### src/cpes_pkg.sv
// Shared types, constants and the microcode table of the cart-pendulum Euler stepper.
// Used by cart_pendulum_euler_step, plant_state_checker and cart_pendulum_euler_step_tb; depends on nothing else.
package cpes_pkg;

    // Formats and widths
    localparam int FRAC_BITS_DEF      = 16;
    localparam int STEP_FRAC_BITS_DEF = 24;
    localparam int DATA_W             = 32;
    localparam int DT_W               = 24;
    localparam int PROD_W             = 2 * DATA_W;
    localparam int NUM_CFG            = 8;
    localparam int CFG_IDX_W          = $clog2(NUM_CFG);
    localparam int CFG_ADDR_W         = CFG_IDX_W + 1;
    localparam int STEP_W             = 4;

    // Configuration register indexes
    localparam logic [CFG_IDX_W-1:0] REG_COEF_VEL_DAMP   = 3'd0;
    localparam logic [CFG_IDX_W-1:0] REG_COEF_VEL_ANGLE  = 3'd1;
    localparam logic [CFG_IDX_W-1:0] REG_COEF_RATE_DAMP  = 3'd2;
    localparam logic [CFG_IDX_W-1:0] REG_COEF_RATE_ANGLE = 3'd3;
    localparam logic [CFG_IDX_W-1:0] REG_GAIN_FORCE_VEL  = 3'd4;
    localparam logic [CFG_IDX_W-1:0] REG_GAIN_FORCE_RATE = 3'd5;
    localparam logic [CFG_IDX_W-1:0] REG_INIT_POSITION   = 3'd6;
    localparam logic [CFG_IDX_W-1:0] REG_INIT_ANGLE      = 3'd7;

    // Multiplier A operand select
    localparam logic [2:0] A_VEL_DAMP   = 3'd0;
    localparam logic [2:0] A_VEL_ANGLE  = 3'd1;
    localparam logic [2:0] A_RATE_DAMP  = 3'd2;
    localparam logic [2:0] A_RATE_ANGLE = 3'd3;
    localparam logic [2:0] A_FORCE_VEL  = 3'd4;
    localparam logic [2:0] A_FORCE_RATE = 3'd5;
    localparam logic [2:0] A_STEP       = 3'd6;

    // Multiplier B operand select
    localparam logic [2:0] B_VEL   = 3'd0;
    localparam logic [2:0] B_ANG   = 3'd1;
    localparam logic [2:0] B_RATE  = 3'd2;
    localparam logic [2:0] B_FORCE = 3'd3;
    localparam logic [2:0] B_ACCV  = 3'd4;
    localparam logic [2:0] B_ACCR  = 3'd5;

    // Adder X operand select
    localparam logic [2:0] X_ZERO = 3'd0;
    localparam logic [2:0] X_ACC  = 3'd1;
    localparam logic [2:0] X_POS  = 3'd2;
    localparam logic [2:0] X_VEL  = 3'd3;
    localparam logic [2:0] X_ANG  = 3'd4;
    localparam logic [2:0] X_RATE = 3'd5;

    // Adder destination
    localparam logic [2:0] D_NONE = 3'd0;
    localparam logic [2:0] D_ACC  = 3'd1;
    localparam logic [2:0] D_ACCV = 3'd2;
    localparam logic [2:0] D_ACCR = 3'd3;
    localparam logic [2:0] D_POS  = 3'd4;
    localparam logic [2:0] D_VEL  = 3'd5;
    localparam logic [2:0] D_ANG  = 3'd6;
    localparam logic [2:0] D_RATE = 3'd7;

    // Jump conditions
    localparam logic [1:0] J_NONE    = 2'd0;
    localparam logic [1:0] J_RESTART = 2'd1;
    localparam logic [1:0] J_ALWAYS  = 2'd2;

    // Program addresses that are jump targets
    localparam logic [STEP_W-1:0] STEP_EMIT    = 4'd11;
    localparam logic [STEP_W-1:0] STEP_RESTART = 4'd12;

    typedef struct packed {
        logic [2:0]        mul_a;
        logic [2:0]        mul_b;
        logic [2:0]        add_x;
        logic [2:0]        add_dst;
        logic              load_init;
        logic [1:0]        jump_cond;
        logic [STEP_W-1:0] jump_to;
        logic              done;
    } ctl_word_t;

    // Microcode: the multiply issued in a step is accumulated in the next step.
    function automatic ctl_word_t ucode_rom(input logic [STEP_W-1:0] step);
        ctl_word_t w;
        w = '0;
        case (step)
            4'd0: begin
                w.mul_a = A_VEL_DAMP;   w.mul_b = B_VEL;
                w.jump_cond = J_RESTART; w.jump_to = STEP_RESTART;
            end
            4'd1: begin
                w.mul_a = A_VEL_ANGLE;  w.mul_b = B_ANG;
                w.add_x = X_ZERO;       w.add_dst = D_ACC;
            end
            4'd2: begin
                w.mul_a = A_FORCE_VEL;  w.mul_b = B_FORCE;
                w.add_x = X_ACC;        w.add_dst = D_ACC;
            end
            4'd3: begin
                w.mul_a = A_RATE_DAMP;  w.mul_b = B_VEL;
                w.add_x = X_ACC;        w.add_dst = D_ACCV;
            end
            4'd4: begin
                w.mul_a = A_RATE_ANGLE; w.mul_b = B_ANG;
                w.add_x = X_ZERO;       w.add_dst = D_ACC;
            end
            4'd5: begin
                w.mul_a = A_FORCE_RATE; w.mul_b = B_FORCE;
                w.add_x = X_ACC;        w.add_dst = D_ACC;
            end
            4'd6: begin
                w.mul_a = A_STEP;       w.mul_b = B_VEL;
                w.add_x = X_ACC;        w.add_dst = D_ACCR;
            end
            4'd7: begin
                w.mul_a = A_STEP;       w.mul_b = B_RATE;
                w.add_x = X_POS;        w.add_dst = D_POS;
            end
            4'd8: begin
                w.mul_a = A_STEP;       w.mul_b = B_ACCV;
                w.add_x = X_ANG;        w.add_dst = D_ANG;
            end
            4'd9: begin
                w.mul_a = A_STEP;       w.mul_b = B_ACCR;
                w.add_x = X_VEL;        w.add_dst = D_VEL;
            end
            4'd10: begin
                w.add_x = X_RATE;       w.add_dst = D_RATE;
            end
            4'd11: begin
                w.done = 1'b1;
            end
            4'd12: begin
                w.load_init = 1'b1;
                w.jump_cond = J_ALWAYS; w.jump_to = STEP_EMIT;
            end
            default: begin
                w.done = 1'b1;
            end
        endcase
        return w;
    endfunction

    // Clamp to the signed 32-bit range
    function automatic logic signed [DATA_W-1:0] sat32(input logic signed [PROD_W-1:0] x);
        logic signed [PROD_W-1:0] hi;
        logic signed [PROD_W-1:0] lo;
        hi = PROD_W'({1'b0, {(DATA_W-1){1'b1}}});
        lo = -hi - PROD_W'(1);
        if (x > hi) begin
            return {1'b0, {(DATA_W-1){1'b1}}};
        end else if (x < lo) begin
            return {1'b1, {(DATA_W-1){1'b0}}};
        end
        return x[DATA_W-1:0];
    endfunction

endpackage

### src/cart_pendulum_euler_step.sv
// Top level of the cart-pendulum forward-Euler stepper: microcode sequencer,
// shared 32x32 multiplier, accumulator and state. Depends on cpes_pkg.
//
// Usage:
//   Configuration: write the eight Q16.16 registers through cfg_wr_en /
//   cfg_addr / cfg_wr_data while the block is idle; indexes beyond 7 are
//   ignored. All registers and the plant state clear to zero at reset.
//   Input (s_*): one word per integration step: force and time step in
//   s_tdata, restart flag in s_tuser. A word is taken only while the block
//   is idle (s_tready high).
//   Output (m_*): one word holding the new position, velocity, angle and
//   rate. It is held in an output register until taken.
//   Sequencing: a step word runs microcode steps 0 to 11; a restart word
//   runs steps 0, 12 and 11. The next word is accepted in the cycle the
//   result appears; the block works on one word at a time, its pace set by the
//   ten products that share one multiplier. If the receiver stalls, the
//   following word is still taken and worked on, and it waits at its last
//   step until the output register frees.
//   Reset: aresetn is synchronous and active low; it clears config, state,
//   the sequencer and the output valid.
module cart_pendulum_euler_step #(
    parameter int FRAC_BITS      = cpes_pkg::FRAC_BITS_DEF,
    parameter int STEP_FRAC_BITS = cpes_pkg::STEP_FRAC_BITS_DEF
) (
    input  logic                            aclk,
    input  logic                            aresetn,
    // configuration write port
    input  logic                            cfg_wr_en,
    input  logic [cpes_pkg::CFG_ADDR_W-1:0] cfg_addr,
    input  logic [cpes_pkg::DATA_W-1:0]     cfg_wr_data,
    // input stream
    input  logic                            s_tvalid,
    output logic                            s_tready,
    input  logic [55:0]                     s_tdata,   // force_req[31:0], time_step[55:32]
    input  logic                            s_tuser,   // restart
    // result stream
    output logic                            m_tvalid,
    input  logic                            m_tready,
    output logic [127:0]                    m_tdata    // cart_position[31:0],
                                                       // cart_velocity[63:32],
                                                       // pendulum_angle[95:64],
                                                       // angular_rate[127:96]
);
    import cpes_pkg::*;

    // Configuration registers
    logic signed [DATA_W-1:0] cfg_reg [NUM_CFG];

    // Plant state and intermediate accelerations
    logic signed [DATA_W-1:0] pos_reg, vel_reg, ang_reg, rate_reg;
    logic signed [DATA_W-1:0] accv_reg, accr_reg;
    logic signed [PROD_W-1:0] acc_reg;

    // Latched input word
    logic signed [DATA_W-1:0] force_reg;
    logic [DT_W-1:0]          dt_reg;
    logic                     restart_reg;

    // Sequencer
    logic                     busy_reg;
    logic [STEP_W-1:0]        step_reg;
    logic [STEP_W-1:0]        step_next;
    ctl_word_t                ctl;
    logic                     jump_taken;
    logic                     stall;
    logic                     run;

    // Datapath
    logic signed [DATA_W-1:0] mul_a_op, mul_b_op;
    logic signed [PROD_W-1:0] prod_reg;
    logic                     prod_dt_reg;
    logic signed [PROD_W-1:0] prod_shifted;
    logic signed [PROD_W-1:0] add_x_op;
    logic signed [PROD_W-1:0] sum;
    logic signed [DATA_W-1:0] sum_sat;

    // Output register
    logic                     m_tvalid_reg;
    logic [127:0]             m_tdata_reg;

    logic                     in_accept;

    assign in_accept = s_tvalid && s_tready;
    assign s_tready  = !busy_reg;
    assign m_tvalid  = m_tvalid_reg;
    assign m_tdata   = m_tdata_reg;

    // Fetch the control word
    assign ctl = ucode_rom(step_reg);

    // Hold at the emit step while the output register is still full
    assign stall = ctl.done && m_tvalid_reg && !m_tready;
    assign run   = busy_reg && !stall;

    always_comb begin
        case (ctl.jump_cond)
            J_RESTART: jump_taken = restart_reg;
            J_ALWAYS:  jump_taken = 1'b1;
            default:   jump_taken = 1'b0;
        endcase
    end

    always_comb begin
        if (jump_taken) begin
            step_next = ctl.jump_to;
        end else begin
            step_next = step_reg + STEP_W'(1);
        end
    end

    // Select multiplier operands
    always_comb begin
        case (ctl.mul_a)
            A_VEL_DAMP:   mul_a_op = cfg_reg[REG_COEF_VEL_DAMP];
            A_VEL_ANGLE:  mul_a_op = cfg_reg[REG_COEF_VEL_ANGLE];
            A_RATE_DAMP:  mul_a_op = cfg_reg[REG_COEF_RATE_DAMP];
            A_RATE_ANGLE: mul_a_op = cfg_reg[REG_COEF_RATE_ANGLE];
            A_FORCE_VEL:  mul_a_op = cfg_reg[REG_GAIN_FORCE_VEL];
            A_FORCE_RATE: mul_a_op = cfg_reg[REG_GAIN_FORCE_RATE];
            A_STEP:       mul_a_op = {{(DATA_W-DT_W){1'b0}}, dt_reg};
            default:      mul_a_op = '0;
        endcase
    end

    always_comb begin
        case (ctl.mul_b)
            B_VEL:   mul_b_op = vel_reg;
            B_ANG:   mul_b_op = ang_reg;
            B_RATE:  mul_b_op = rate_reg;
            B_FORCE: mul_b_op = force_reg;
            B_ACCV:  mul_b_op = accv_reg;
            B_ACCR:  mul_b_op = accr_reg;
            default: mul_b_op = '0;
        endcase
    end

    // Floor-shift the registered product by its format
    assign prod_shifted = prod_dt_reg ? (prod_reg >>> STEP_FRAC_BITS)
                                      : (prod_reg >>> FRAC_BITS);

    always_comb begin
        case (ctl.add_x)
            X_ZERO:  add_x_op = '0;
            X_ACC:   add_x_op = acc_reg;
            X_POS:   add_x_op = PROD_W'(pos_reg);
            X_VEL:   add_x_op = PROD_W'(vel_reg);
            X_ANG:   add_x_op = PROD_W'(ang_reg);
            X_RATE:  add_x_op = PROD_W'(rate_reg);
            default: add_x_op = '0;
        endcase
    end

    assign sum     = add_x_op + prod_shifted;
    assign sum_sat = sat32(sum);

    // Write configuration registers; ignore out-of-range indexes
    always_ff @(posedge aclk) begin
        if (!aresetn) begin
            for (int i = 0; i < NUM_CFG; i++) begin
                cfg_reg[i] <= '0;
            end
        end else if (cfg_wr_en && !cfg_addr[CFG_ADDR_W-1]) begin
            cfg_reg[cfg_addr[CFG_IDX_W-1:0]] <= cfg_wr_data;
        end
    end

    // Advance the sequencer
    always_ff @(posedge aclk) begin
        if (!aresetn) begin
            busy_reg <= 1'b0;
            step_reg <= '0;
        end else if (in_accept) begin
            busy_reg <= 1'b1;
            step_reg <= '0;
        end else if (run) begin
            if (ctl.done) begin
                busy_reg <= 1'b0;
                step_reg <= '0;
            end else begin
                step_reg <= step_next;
            end
        end
    end

    // Latch the input word
    always_ff @(posedge aclk) begin
        if (in_accept) begin
            force_reg   <= s_tdata[31:0];
            dt_reg      <= s_tdata[55:32];
            restart_reg <= s_tuser;
        end
    end

    // Multiply stage
    always_ff @(posedge aclk) begin
        if (run) begin
            prod_reg    <= mul_a_op * mul_b_op;
            prod_dt_reg <= (ctl.mul_a == A_STEP);
        end
    end

    // Accumulator and acceleration registers
    always_ff @(posedge aclk) begin
        if (run) begin
            case (ctl.add_dst)
                D_ACC:   acc_reg  <= sum;
                D_ACCV:  accv_reg <= sum_sat;
                D_ACCR:  accr_reg <= sum_sat;
                default: ;
            endcase
        end
    end

    // Plant state: in-place Euler update or restart load
    always_ff @(posedge aclk) begin
        if (!aresetn) begin
            pos_reg  <= '0;
            vel_reg  <= '0;
            ang_reg  <= '0;
            rate_reg <= '0;
        end else if (run) begin
            if (ctl.load_init) begin
                pos_reg  <= cfg_reg[REG_INIT_POSITION];
                vel_reg  <= '0;
                ang_reg  <= cfg_reg[REG_INIT_ANGLE];
                rate_reg <= '0;
            end else begin
                case (ctl.add_dst)
                    D_POS:   pos_reg  <= sum_sat;
                    D_VEL:   vel_reg  <= sum_sat;
                    D_ANG:   ang_reg  <= sum_sat;
                    D_RATE:  rate_reg <= sum_sat;
                    default: ;
                endcase
            end
        end
    end

    // Output register: load on emit, drop valid when taken
    always_ff @(posedge aclk) begin
        if (!aresetn) begin
            m_tvalid_reg <= 1'b0;
        end else if (run && ctl.done) begin
            m_tvalid_reg <= 1'b1;
        end else if (m_tready) begin
            m_tvalid_reg <= 1'b0;
        end
    end

    always_ff @(posedge aclk) begin
        if (run && ctl.done) begin
            m_tdata_reg <= {rate_reg, ang_reg, vel_reg, pos_reg};
        end
    end

endmodule

### config.mk
export PLATFORM = sky130hd
export DESIGN_NAME = cart_pendulum_euler_step
export DESIGN_NICKNAME = d
export VERILOG_FILES = /design/src/cpes_pkg.sv /design/src/cart_pendulum_euler_step.sv
export SDC_FILE = /design/constraint.sdc
export NUM_CORES = 2
export LEC_CHECK = 0
export BUFFER_PORTS_ARGS = -buffer_cell sky130_fd_sc_hd__buf_4
export CORE_ASPECT_RATIO = 0.75
export CORE_MARGIN = 2
export CORE_UTILIZATION = 50
export DETAILED_ROUTE_END_ITERATION = 6
export PLACE_DENSITY = 0.65
export RECOVER_POWER = 25
export SYNTH_ARGS = -nofsm -noshare
export SYNTH_HDL_FRONTEND = slang
export SYNTH_SLANG_ARGS = --single-unit
export TNS_END_PERCENT = 30
### constraint.sdc
create_clock -name aclk -period 23.1 [get_ports aclk]
set_input_delay 1.155 -clock aclk [delete_from_list [all_inputs] [get_ports aclk]]
set_output_delay 1.155 -clock aclk [all_outputs]
set_load 0.03 [all_outputs]
== Word level (Yosys, flattened, before mapping) ==
Memory sizes are Yosys's and may differ from the RTL's.
Index checks and enable logic that the tools add are counted.
Storage, ports and cells
  bits in registers: 512
  latch bits: 0
  memory bits (writable): 256
  bits in read-only memories: 0
  input port bits: 98
  output and inout bits: 130
  word-level logic and storage cells: 129
  memories: 1
Operators by class
  add/subtract/negate cells: 2
  multiply operators: 1
  divide/modulo/power cells: 0
  magnitude comparators: 2
  equal/unequal tests: 37
  shifts and indexed selects: 0
  muxes and demuxes: 37
  bitwise gates (word level): 1
  reductions and logical operators: 32
Memories
  cfg_reg: words 8, width 32, read ports 8, clocked after Yosys merged registers in 0, wr ports 8, line cart_pendulum_euler_step.sv:47  | logic signed [DATA_W-1:0] cfg_reg [NUM_CFG];
Operator list (number)
  two-way mux 32 bit: 12
  one-hot mux 64 bit (5 select lines): 1
  one-hot mux 32 bit (7 select lines): 1
  one-hot mux 32 bit (6 select lines): 1
  adder 64 x 48 -> 64 bit: 1
  > comparator 64 x 32 -> 1 bit (second input constant): 1
  < comparator 64 x 32 -> 1 bit (second input constant): 1
  multiplier 32 x 32 -> 64 bit: 1
  one-hot mux 6 bit (9 select lines): 1
  one-hot mux 6 bit (8 select lines): 1
  two-way mux 47 bit: 1
  == test 3 bit (second input constant): 11
  OR reduction 32 bit: 1
  == test 3 x 2 -> 1 bit (second input constant): 8
  == test 4 x 3 -> 1 bit (second input constant): 4
  == test 4 bit (second input constant): 4
  AND reduction 2 bit: 8
  two-way mux 1 bit: 14
  == test 3 x 1 -> 1 bit (second input constant): 4
  one-hot mux 6 bit (2 select lines): 1
  nonzero test 2 bit: 6
  OR reduction 12 bit: 1
  == test 4 x 2 -> 1 bit (second input constant): 2
  two-way mux 4 bit: 2
  other kinds (13): 24

== Depth between registers and ports, before layout ==
  depth after elaboration: 12
  mapped depth: 44
  gate-level depth less buffers: 38

== Worst setup path before layout ==
No wires, ideal clock.
  kind: flip-flop to flip-flop
  start point: register step_reg[0]
  end point: register prod_reg[62], data pin
  setup time: 0.269 ns
  arrival: 9.709 ns
  data required time: 22.831 ns
  setup slack: 13.122 ns
  stages on the path, launching flop included: 38
  path buffers: 4
  period minus slack after synthesis: 9.978 ns
  cells stage by stage: dfxtp_1 > inv_1 > ha_1 > clkbuf_1 > o21ai_0 > o22ai_1 > or2_2 > nor4_1 > clkbuf_1 > clkbuf_1 > a221o_1 > clkbuf_1 > nand2_1 > inv_1 > fa_1 > inv_1 > fa_1 > inv_1 > (+2 left out) > inv_1 > fa_1 > inv_1 > fa_1 > inv_1 > fa_1 > inv_1 > fa_1 > ha_1 > nand2_1 > o21ai_0 > nor2_1 > nand3_1 > o21ai_0 > nor3_1 > o21ai_0 > o31ai_1 > xor2_1
Between the ends
  word-level cells in the longest chain between the ends: 5
  elaborated cells on any way between the ends: 26
  classes of those cells: 1 x mul; 20 x eq/ne; 3 x mux; 2 x reduce/logical
Ends and longest elaborated chain
  start, declared: line cart_pendulum_euler_step.sv:61  | logic [STEP_W-1:0] step_reg;
  start signal, assigned: line cart_pendulum_euler_step.sv:180  | step_reg <= step_next;
  == test 4 bit (tied with other cells): line cpes_pkg.sv:85  | case (step)
  one-hot mux 6 bit (9 select lines) (*): line cpes_pkg.sv:85
  == test 3 bit (tied with other cells): line cart_pendulum_euler_step.sv:113  | case (ctl.mul_a)
  one-hot mux 32 bit (7 select lines) or one-hot mux 32 bit (6 select lines) (tied branches): line cart_pendulum_euler_step.sv:113, cart_pendulum_euler_step.sv:126
  multiplier 32 x 32 -> 64 bit (*): line cart_pendulum_euler_step.sv:197  | prod_reg <= mul_a_op * mul_b_op;
  end signal, assigned: line cart_pendulum_euler_step.sv:197
  end, declared: line cart_pendulum_euler_step.sv:70  | logic signed [PROD_W-1:0] prod_reg;
Every way passes the cells marked *; elsewhere a longest branch is shown, timed or not.
A chain may end at the register's enable or synchronous reset.

== Worst setup path in the final report ==
  start point: register step_reg[1]
  end point: register prod_reg[63], data pin
Same word-level chain as after synthesis.

==> metrics <==
CTS sink cnt 752; width of the die 440.1 um; portion of total power attributed to sequential cells 0.248; number of pins exceeding their max-slew limit in the final report 202; actual transition at the worst max-transition pin 3.947 ns; Synth Area per Inst 9.876 um^2; antenna-violating nets left 0; vias in the first global route 55850; clock network latency to the later pin of the worst-skew pair 0.69 ns; count of hold-fix buffers inserted at cts 0; Max-cap violations 6; Clock Root Buffer clkbuf_16; reported net switching power 3.484 mW; Post-Route Setup TNS 0 ns; top cells by count, synth inv_1, fa_1, nand2_1; buffers from clock root to sink, at most 3; Setup violations, final 0; Largest delay share family, worst path adder cells; distinct cell type count of the synthesized netlist 87; first drt pass iteration count 7; type of element launching the critical path register; maximum fanout count along the critical path 31; final estimated routing congestion in global placement 0.9908; Internal Power 3.686 mW; starting density of the core 0.5058; number of enable-type register cells in the synthesized netlist 618; wire length of the first global-routing pass 390700 um; clock slew at the register clock pins of the worst setup and hold paths 0.06 ns; Iteration-0 DRC Markers 8790; post-synthesis register bit count 752; synthesized netlist cell count 7221; sum of buffers and inverters on the critical path 6; post-CTS repair timing setup buffer count 0; sequential element share of the synthesized area 0.2978; failing checks DRC, capacitance limit, slew limit; pin count of the biggest net entering global routing 72; Net Sw Frac 0.4859; number of primary I/O pins 228; Std-Cell Rows 119; H-tree depth 3; y dimension of the die 331.1 um; Hold Violations, Final 0; Pleak 35.01 nW; die footprint 0.1457 mm^2; crit share post-route 0.5455; required time of the critical path 23.48 ns; Logic pwr share 0.581; Post-Place Worst Slack 10.88 ns; Critical Path Most Common Cell fa_1; clock buffers created by TritonCTS 73; number of flip-flops under the largest register name 256; Syn-to-layout area delta 8.918%; flip-flop cell with the highest count after synthesis edfxtp_1; Critical Path Max Stage Delay 0.99 ns; count of synthesis-stage warnings from yosys 0; combined area of all synthesized cells 0.07132 mm^2; Final Net Count 8693; worst hold-check path type reg -> reg; vias per std cell 6.184; initial antenna violation count 15; Post-Route Utilization 0.5509; global-route total usage across every layer 0.3738; unrepaired setup endpoints after global routing false; number of I/O port buffers 227; fraction of post-synthesis cell area in the top cell type by area 0.3037; Clock Skews 0.03298 ns; cell with the most instances after synthesis inv_1; library cell occupying the most area in the post-synthesis netlist fa_1; endpoint class of the critical path register; wirelength, routed 270500 um; power density cells 92.31 mW/mm^2; maximum achievable frequency 79.36 MHz; Worst path slowest cell a221oi_1; share of async-settable or async-resettable flops after synthesis 0; tightest slew margin relative to the limit -1.631; smallest hold slack 0.4683 ns; crit path kind reg -> reg; CTS tree done; Synth Net Count 8652; PnR worst setup slack 10.50 ns; Area contributors post-synth fa_1, edfxtp_1, inv_1; area of the core 0.1410 mm^2; data arrival time at the worst-slack endpoint 12.98 ns; number of resized instances in the post-cts repair step 0; run status finished, violations left; HPWL after detailed placement 201300 um; Routed WL per cell 29.41 um; DRC Markers 66; routed vias 56880; Peak supply drop 0.1523 mV; Final min period 12.60 ns; Overflow after GRT 0; clock group share of total power 0.171; layout cells sized above 1 0.08580
power groups by stage:
stage               combinational (mW)  sequential, mW  clock, mW
finish                            4.17            1.78       1.23
floorplan                         2.53            1.74          0
detailed placement                4.04            1.79          0
global route                      4.47            1.78       1.28
CTS                               4.05            1.77       1.23
global placement                  3.99            1.79          0
worst paths after layout:
kind	from	end	slack [ns]	cells past startpoint
min reg2reg	pos_reg[31]$_SDFFE_PN0P_	m_tdata[31]$_DFFE_PP_	0.47	0
max reg2reg	step_reg[1]$_SDFFE_PP0P_	prod_reg[63]$_DFFE_PP_	10.50	36
max	step_reg[1]$_SDFFE_PP0P_	prod_reg[63]$_DFFE_PP_	10.50	36
min	pos_reg[31]$_SDFFE_PN0P_	m_tdata[31]$_DFFE_PP_	0.47	0
cell usage in the layout (no fill, tap or decap), types with 18 or more instances in the layout:
| cell type | count |
|---|---|
| a21o_1 | 106 |
| a21oi_1 | 220 |
| a221o_1 | 23 |
| a221oi_1 | 32 |
| a222oi_1 | 72 |
| a22o_1 | 48 |
| a22oi_1 | 32 |
| a41oi_1 | 67 |
| and2_0 | 65 |
| and2_1 | 228 |
| and3_1 | 18 |
| and4_1 | 20 |
| buf_4 | 337 |
| clkbuf_1 | 38 |
| clkbuf_16 | 74 |
| clkbuf_4 | 50 |
| dfxtp_1 | 134 |
| edfxtp_1 | 618 |
| fa_1 | 1082 |
| ha_1 | 251 |
| inv_1 | 1128 |
| mux2_2 | 40 |
| nand2_1 | 1020 |
| nand2b_1 | 48 |
| nand3_1 | 123 |
| nand4_1 | 48 |
| nor2_1 | 629 |
| nor2b_1 | 25 |
| nor3_1 | 28 |
| o211ai_1 | 31 |
| o21a_1 | 25 |
| o21ai_0 | 148 |
| o21ai_1 | 98 |
| o21bai_1 | 22 |
| xnor2_1 | 75 |
| xor2_1 | 38 |
worst register-to-register path: cells and delay by family (launching register included):
| family | cells | cell delay (ns) |
|---|---|---|
| flip-flops | 1 | 0.34 |
| adder cells (fa/ha/maj) | 10 | 4.34 |
| AO/OA/AOI/OAI | 13 | 4.24 |
| AND/OR/NAND/NOR | 7 | 2.78 |
| buffers and inverters | 6 | 0.60 |
cells by family (layout without fill, tap and decap cells):
logic type / Yosys count / count (layout) / share of synthesized area
other: 0 / 3 / 0
adders and majority gates: 1333 / 1333 / 0.3478
muxes: 47 / 47 / 0.007299
xor gates and xnor gates: 114 / 114 / 0.01400
AOI/OAI and AO/OA: 1064 / 1064 / 0.1031
buffers and inverters: 1567 / 1665 / 0.08360
and+or+nand+nor: 2344 / 2344 / 0.1464
DFF: 752 / 752 / 0.2978
through the flow:
stage / instances / power (mW) / cell area (um^2)
after global routing: 9195 / 7.521 / 77670
after global placement: 9062 / 5.788 / 75380
after floorplan: 7221 / 4.264 / 71320
final: 9197 / 7.170 / 77680
after CTS: 9194 / 7.042 / 77740
after detailed placement: 9062 / 5.830 / 75380
layout make-up:
class	instances	area [um^2]
clock buffers	101	1993
well taps	1875	2346
inverters	1131	4248
multi-input cells	4902	44510
clock inverters	31	365.4
diodes	3	7.507
flip-flops and latches	752	21240
fillers	12330	63330
repair buffers	402	2962
routing by layer:
layer	global-route usage	vias up	wire (um)
met5	0	-	102
met4	0.1464	12	13200
met3	0.1562	640	44350
met2	0.4945	4164	104600
met1	0.5400	28560	108200
li1	-	23500	-
(Power assumes the default switching activity.)
